[config.mk]
export PLATFORM = sky130hd
export DESIGN_NAME = swm_cell
export DESIGN_NICKNAME = d
export VERILOG_FILES = /design/src/rtl/swm_pkg.sv /design/src/rtl/swm_cell.sv
export SDC_FILE = /design/constraint.sdc
export NUM_CORES = 1
export LEC_CHECK = 0
export BUFFER_PORTS_ARGS = -buffer_cell sky130_fd_sc_hd__buf_4
export CORE_ASPECT_RATIO = 1.1
export CORE_MARGIN = 2
export CORE_UTILIZATION = 52
export CTS_CLUSTER_DIAMETER = 80
export DETAILED_ROUTE_END_ITERATION = 16
export GPL_TIMING_DRIVEN = 1
export HOLD_SLACK_MARGIN = 0.1
export PLACE_DENSITY = 0.83
export REMOVE_ABC_BUFFERS = 1
export SLEW_MARGIN = 20
export SYNTH_ARGS = -nofsm -noshare
export SYNTH_HDL_FRONTEND = slang
export SYNTH_SLANG_ARGS = --single-unit
[constraint.sdc]
create_clock -name clk -period 5.1 [get_ports clk]
set_input_delay 0.765 -clock clk [delete_from_list [all_inputs] [get_ports clk]]
set_output_delay 0.765 -clock clk [all_outputs]
set_load 0.01 [all_outputs]
[src/rtl/swm_pkg.sv]
// swm_pkg: shared types, sizes and helpers for the sliding-window minimum block
// depends on nothing; used by swm_cell and sliding_window_minimum_core
`default_nettype none

package swm_pkg;

    localparam int WINDOW_MAX  = 64;
    localparam int SAMPLE_BITS = 32;
    localparam int WSIZE_BITS  = 7;
    // age of a candidate never exceeds WINDOW_MAX
    localparam int AGE_BITS    = $clog2(WINDOW_MAX + 1);

    typedef struct packed {
        logic signed [SAMPLE_BITS-1:0] sample;
        logic                          last_in;
    } in_t;

    typedef struct packed {
        logic signed [SAMPLE_BITS-1:0] window_min;
        logic                          last_out;
    } out_t;

    // one queued candidate
    typedef struct packed {
        logic                          valid;
        logic [AGE_BITS-1:0]           age;
        logic signed [SAMPLE_BITS-1:0] value;
    } cand_t;

    // per-cycle control broadcast to every cell
    typedef struct packed {
        logic                          accept;
        logic                          drain;
        logic                          shift;
        logic                          clear;
        logic signed [SAMPLE_BITS-1:0] sample;
    } ctrl_t;

    // zero reads as one, anything above the cell count saturates
    function automatic logic [AGE_BITS-1:0] eff_window(input logic [WSIZE_BITS-1:0] w);
        logic [AGE_BITS-1:0] r;
        if (w == '0)
        begin
            r = AGE_BITS'(1);
        end
        else if (32'(w) > WINDOW_MAX)
        begin
            r = AGE_BITS'(WINDOW_MAX);
        end
        else
        begin
            r = AGE_BITS'(w);
        end
        return r;
    endfunction

endpackage

`default_nettype wire

[src/rtl/swm_cell.sv]
// swm_cell: one slot of the candidate queue, front of the queue at cell 0
// depends on swm_pkg
`default_nettype none

module swm_cell (
    input  wire logic          clk,
    input  wire logic          rst_n,
    input  wire swm_pkg::ctrl_t ctrl,
    input  wire logic          is_head,
    input  wire logic          left_keep,
    input  wire logic          right_keep,
    input  wire swm_pkg::cand_t right_cand,
    output swm_pkg::cand_t     cand,
    output logic               keep,
    output swm_pkg::cand_t     cand_upd
);

    swm_pkg::cand_t cand_reg;
    swm_pkg::cand_t cand_next;
    swm_pkg::cand_t fresh;

    // survives the new request: present and strictly smaller
    assign keep = cand_reg.valid && (cand_reg.value < ctrl.sample);

    always_comb
    begin
        fresh.valid = 1'b1;
        fresh.age   = swm_pkg::AGE_BITS'(1);
        fresh.value = ctrl.sample;

        cand_upd = cand_reg;
        if (ctrl.drain)
        begin
            cand_upd = right_cand;
        end
        else if (ctrl.accept)
        begin
            if (ctrl.shift)
            begin
                if (right_keep)
                begin
                    cand_upd     = right_cand;
                    cand_upd.age = right_cand.age + swm_pkg::AGE_BITS'(1);
                end
                else if (is_head || keep)
                begin
                    cand_upd = fresh;
                end
                else
                begin
                    cand_upd.valid = 1'b0;
                end
            end
            else
            begin
                if (keep)
                begin
                    cand_upd.age = cand_reg.age + swm_pkg::AGE_BITS'(1);
                end
                else if (left_keep)
                begin
                    cand_upd = fresh;
                end
                else
                begin
                    cand_upd.valid = 1'b0;
                end
            end
        end

        cand_next = cand_upd;
        if (ctrl.clear)
        begin
            cand_next.valid = 1'b0;
        end
    end

    always_ff @(posedge clk or negedge rst_n)
    begin
        if (!rst_n)
        begin
            cand_reg <= '0;
        end
        else
        begin
            cand_reg <= cand_next;
        end
    end

    assign cand = cand_reg;

endmodule

`default_nettype wire

[After elaboration in Yosys (flattened, before gate mapping)]
Index checks and enable logic that the tools add are counted.
Word-level totals
  bits in registers: 40
  bits in latches: 0
  RAM bits: 0
  ROM bits: 0
  input port bits: 81
  logic and storage cells: 20
  memories kept: 0
Cells by class
  add/sub/neg operators: 2
  multipliers: 0
  divide/modulo/power cells: 0
  order comparisons: 1
  eq/ne operators: 0
  shift-type cells: 0
  mux-type cells: 12
  bitwise operators: 0
  reduce and logical (&&, ||, !) cells: 2
Operators by type and width (number)
  $mux 40: 4
  $mux 39: 2
  $lt 32x32->1: 1
  $mux 32: 1
  $add 7x1->7 const B: 2
  $mux 7: 1
  $mux 1: 4
  $logic_and 1x1->1: 1
  $logic_or 1x1->1: 1

[Depth between registers and ports, before layout]
  depth after elaboration: 9
  depth in mapped cells: 13
  depth with buffers taken out: 11

[Least setup slack after synthesis]
Ideal clock, no wire load.
  kind: input port to output port
  start: in ctrl[23] (netlist name)
  end: out cand_upd[2] (netlist name)
  arrival: 3.313 ns
  data required time: 4.335 ns
  path slack: 1.022 ns
  cell stages on the path: 12
  buffers on the path: 2
  cell sequence: inv_1 ha_1 and2_4 a221o_1 a221oi_4 a311oi_2 a211oi_4 buf_6 mux2_2 a21oi_1 o21ai_1 buf_4
RTL lines
  from (decl): RTL line swm_cell.sv:8  | input wire swm_pkg::ctrl_t ctrl,
  to (decl): RTL line swm_cell.sv:15  | output swm_pkg::cand_t cand_upd

==> out/results.txt <==
Status = finished clean
Yosys cell types = 56
Setup bufs post-CTS = 0
I/O Buffers = 161
Tmin final = 4.74 ns
Area delta synth->final = 20.9%
Required time worst endpoint = 4.34 ns
Setup TNS = 0 ns
Setup violations, final = 0
TritonCTS clock tree = done
Post-Syn Area per Cell = 7.87 sq um
Vias in the first global route = 4568
# resized after CTS = 0
Leading area contributor after synthesis = dfrtp_1
Core Footprint = 8780 sq um
Global-route wire length before repair = 21700 um
Hpwl dp = 9580 um
VDD IR max = 0.000114 V
Static Leakage = 0.00261 uW
Worst-margin pin slew = 0.883 ns
Synthesized flop and latch total = 40
Most used DFF post-synth = dfrtp_1
Gpl congestion = 0.858
Async set-or-reset flop fraction in the synthesized netlist = 1.00
Latest clock arrival within the worst-skew pair = 0.29 ns
Total clock buffers created by CTS = 5
Clock-pin slew on the worst setup and hold paths = 0.08 ns
Total Wirelength = 13700 um
Layout cells sized above 1 = 0.316
Post-route ant nets = 0
Max-slew violation count = 0
Seq/Total Area, Yosys = 0.214
Max FO, Critical Path = 32
Top cell type's share of synthesized area = 0.214
Iter 0 DRT Violations = 281
CTS Hold Buffers Added = 0
Via density = 6.20
Non-filler instance count after layout = 797
First drt pass iteration count = 5
Fillers = 750
Slew HR = 0.411
Hold Vio Cnt, Final = 0
Initial Utilization = 0.532
Io pins = 162
Die width = 94.4 um
Setup crit end kind = output port
Final net count = 799
Worst Hold Class = primary input to async pin
Grt ovf = 0
Initial antenna violation count = 0
Via count = 4942
Startpoint Class = primary input
Area of the multi-input gates = 3030 sq um
Fmax = 211 MHz
Drc violations = 0
Max_cap viols = 0
Placed cell count = 792
# clock sinks = 40
Post-route clock skew = 0.00537 ns
Reg2reg setup slack = 1.62 ns
Gate Count Post-Synth = 594
Layout Utilization = 0.643
Aggregate global-route resource usage = 0.273
Ant diodes = 0
Register-to-Register Path Depth = 10
Synth Warn # = 0
Root Buffer = clkbuf_8
Worst hold slack = 0.455 ns
Reg area = 1000 sq um
WP data arrival = 3.98 ns
Post-synth EDFFs = 0
Maximum root-to-sink buffer count = 2
Die Ht = 103 um
Largest net degree at the start of global routing = 106
Power per cell area = 208 nW/um^2
Critical path class = primary input to output port
Top cells by area, synth = dfrtp_1 21%, ha_1 8.8%, mux2_2 7.5%
Post-route clock period utilization = 0.930
WL/cell = 17.2 um
Max reg flops = 40
RSZ-0062 raised after global routing = false
# rows = 36
DIE AREA = 9760 sq um
Mapped Area = 4670 sq um
Clock H-tree levels = 2
-- worst max-delay path: stages --
cell,delay (ns)
buf_4,0.10
inv_1,0.04
ha_1,0.39
nand4_1,0.19
nor2_2,0.26
nand4_1,0.22
and4_1,0.31
a21oi_2,0.35
inv_4,0.14
nor2_4,0.56
o311ai_0,0.21
o21ai_1,0.27
buf_4,0.16
-- final cells by class --
type | instances | share of cell area
Inverter | 40 | 0.0270
Clock buffer | 5 | 0.0122
Tap cell | 114 | 0.0252
Timing Repair Buffer | 165 | 0.221
Sequential cell | 40 | 0.177
Multi-Input combinational cell | 433 | 0.537
-- placed cells by master, fill, tap and decap left out, drive strengths merged, types with 4 or more instances in the layout --
cell type / synthesis / final
inv: 40 / 40
nor3b: 5 / 5
a22oi: 31 / 31
nand2: 75 / 75
o311ai: 32 / 32
or3: 32 / 32
nor2b: 6 / 6
a21oi: 50 / 50
clkbuf: 33 / 5
buf: 48 / 165
and3: 5 / 5
mux2: 33 / 33
nand3: 12 / 12
a211oi: 5 / 5
ha: 33 / 33
dfrtp: 40 / 40
nor2: 12 / 12
xnor2: 5 / 5
nand4: 7 / 7
a31oi: 4 / 4
o21ai: 45 / 45
-- power by group --
| part | leakage [uW] | switching (uW) | internal [uW] | total (uW) |
|---|---|---|---|---|
| sequential | 0.000482 | 52.8 | 353 | 405 |
| clock | 0.0000359 | 114 | 88.7 | 203 |
| combinational | 0.00209 | 292 | 273 | 564 |
| total | 0.00261 | 459 | 714 | 1170 |
-- worst paths after layout --
check / from / to
setup reg to reg: cand[31]$_DFF_PN0_ / cand[29]$_DFF_PN0_
hold / removal: rst_n / cand[26]$_DFF_PN0_
max in group asynchronous: rst_n / cand[31]$_DFF_PN0_
setup / recovery: ctrl[31] / cand_upd[16]
min in group clk: ctrl[32] / cand[39]$_DFF_PN0_
hold reg to reg: cand[1]$_DFF_PN0_ / cand[1]$_DFF_PN0_
-- cells in the mapped netlist (6+ instances only) --
cell and n:
inv_1 39, a22oi_1 31, o21ai_1 32, nand3_1 12
nand2_1 75, nor2_1 9, mux2_2 31, buf_4 39
nor2b_1 6, o21ai_0 13, clkbuf_1 33, ha_1 33
o311ai_0 32, dfrtp_1 40, a21oi_1 48, or3_1 32
nand4_1 7, buf_6 7
-- per-stage QoR --
stage	power, uW	setup slack [ns]	instance area (sq um)
floorplan	691	0.456	4170
global placement	954	0.469	5570
detailed placement	971	0.291	5570
CTS	1180	0.286	5640
global route	1260	0.101	5650
finish	1170	0.355	5650
-- metal layers --
metal,track usage,part of all wire,up-vias
met2,0.491,0.51,246
met1,0.343,0.40,2325
met4,0.0792,0.011,0
li1,-,-,2351
met5,0,0,-
met3,0.0370,0.076,20
-- kinds of logic (layout without fill, tap and decap cells) --
| logic type | Yosys count | in the layout | synth area share |
|---|---|---|---|
| simple gates | 162 | 162 | 0.172 |
| xor+xnor | 7 | 7 | 0.0131 |
| buf+inv | 121 | 210 | 0.140 |
| mux | 33 | 33 | 0.0795 |
| flops | 40 | 40 | 0.214 |
| fa+ha+maj | 33 | 33 | 0.0884 |
| compound gates | 198 | 198 | 0.292 |
Note: power is estimated with default switching activity, not from simulation.
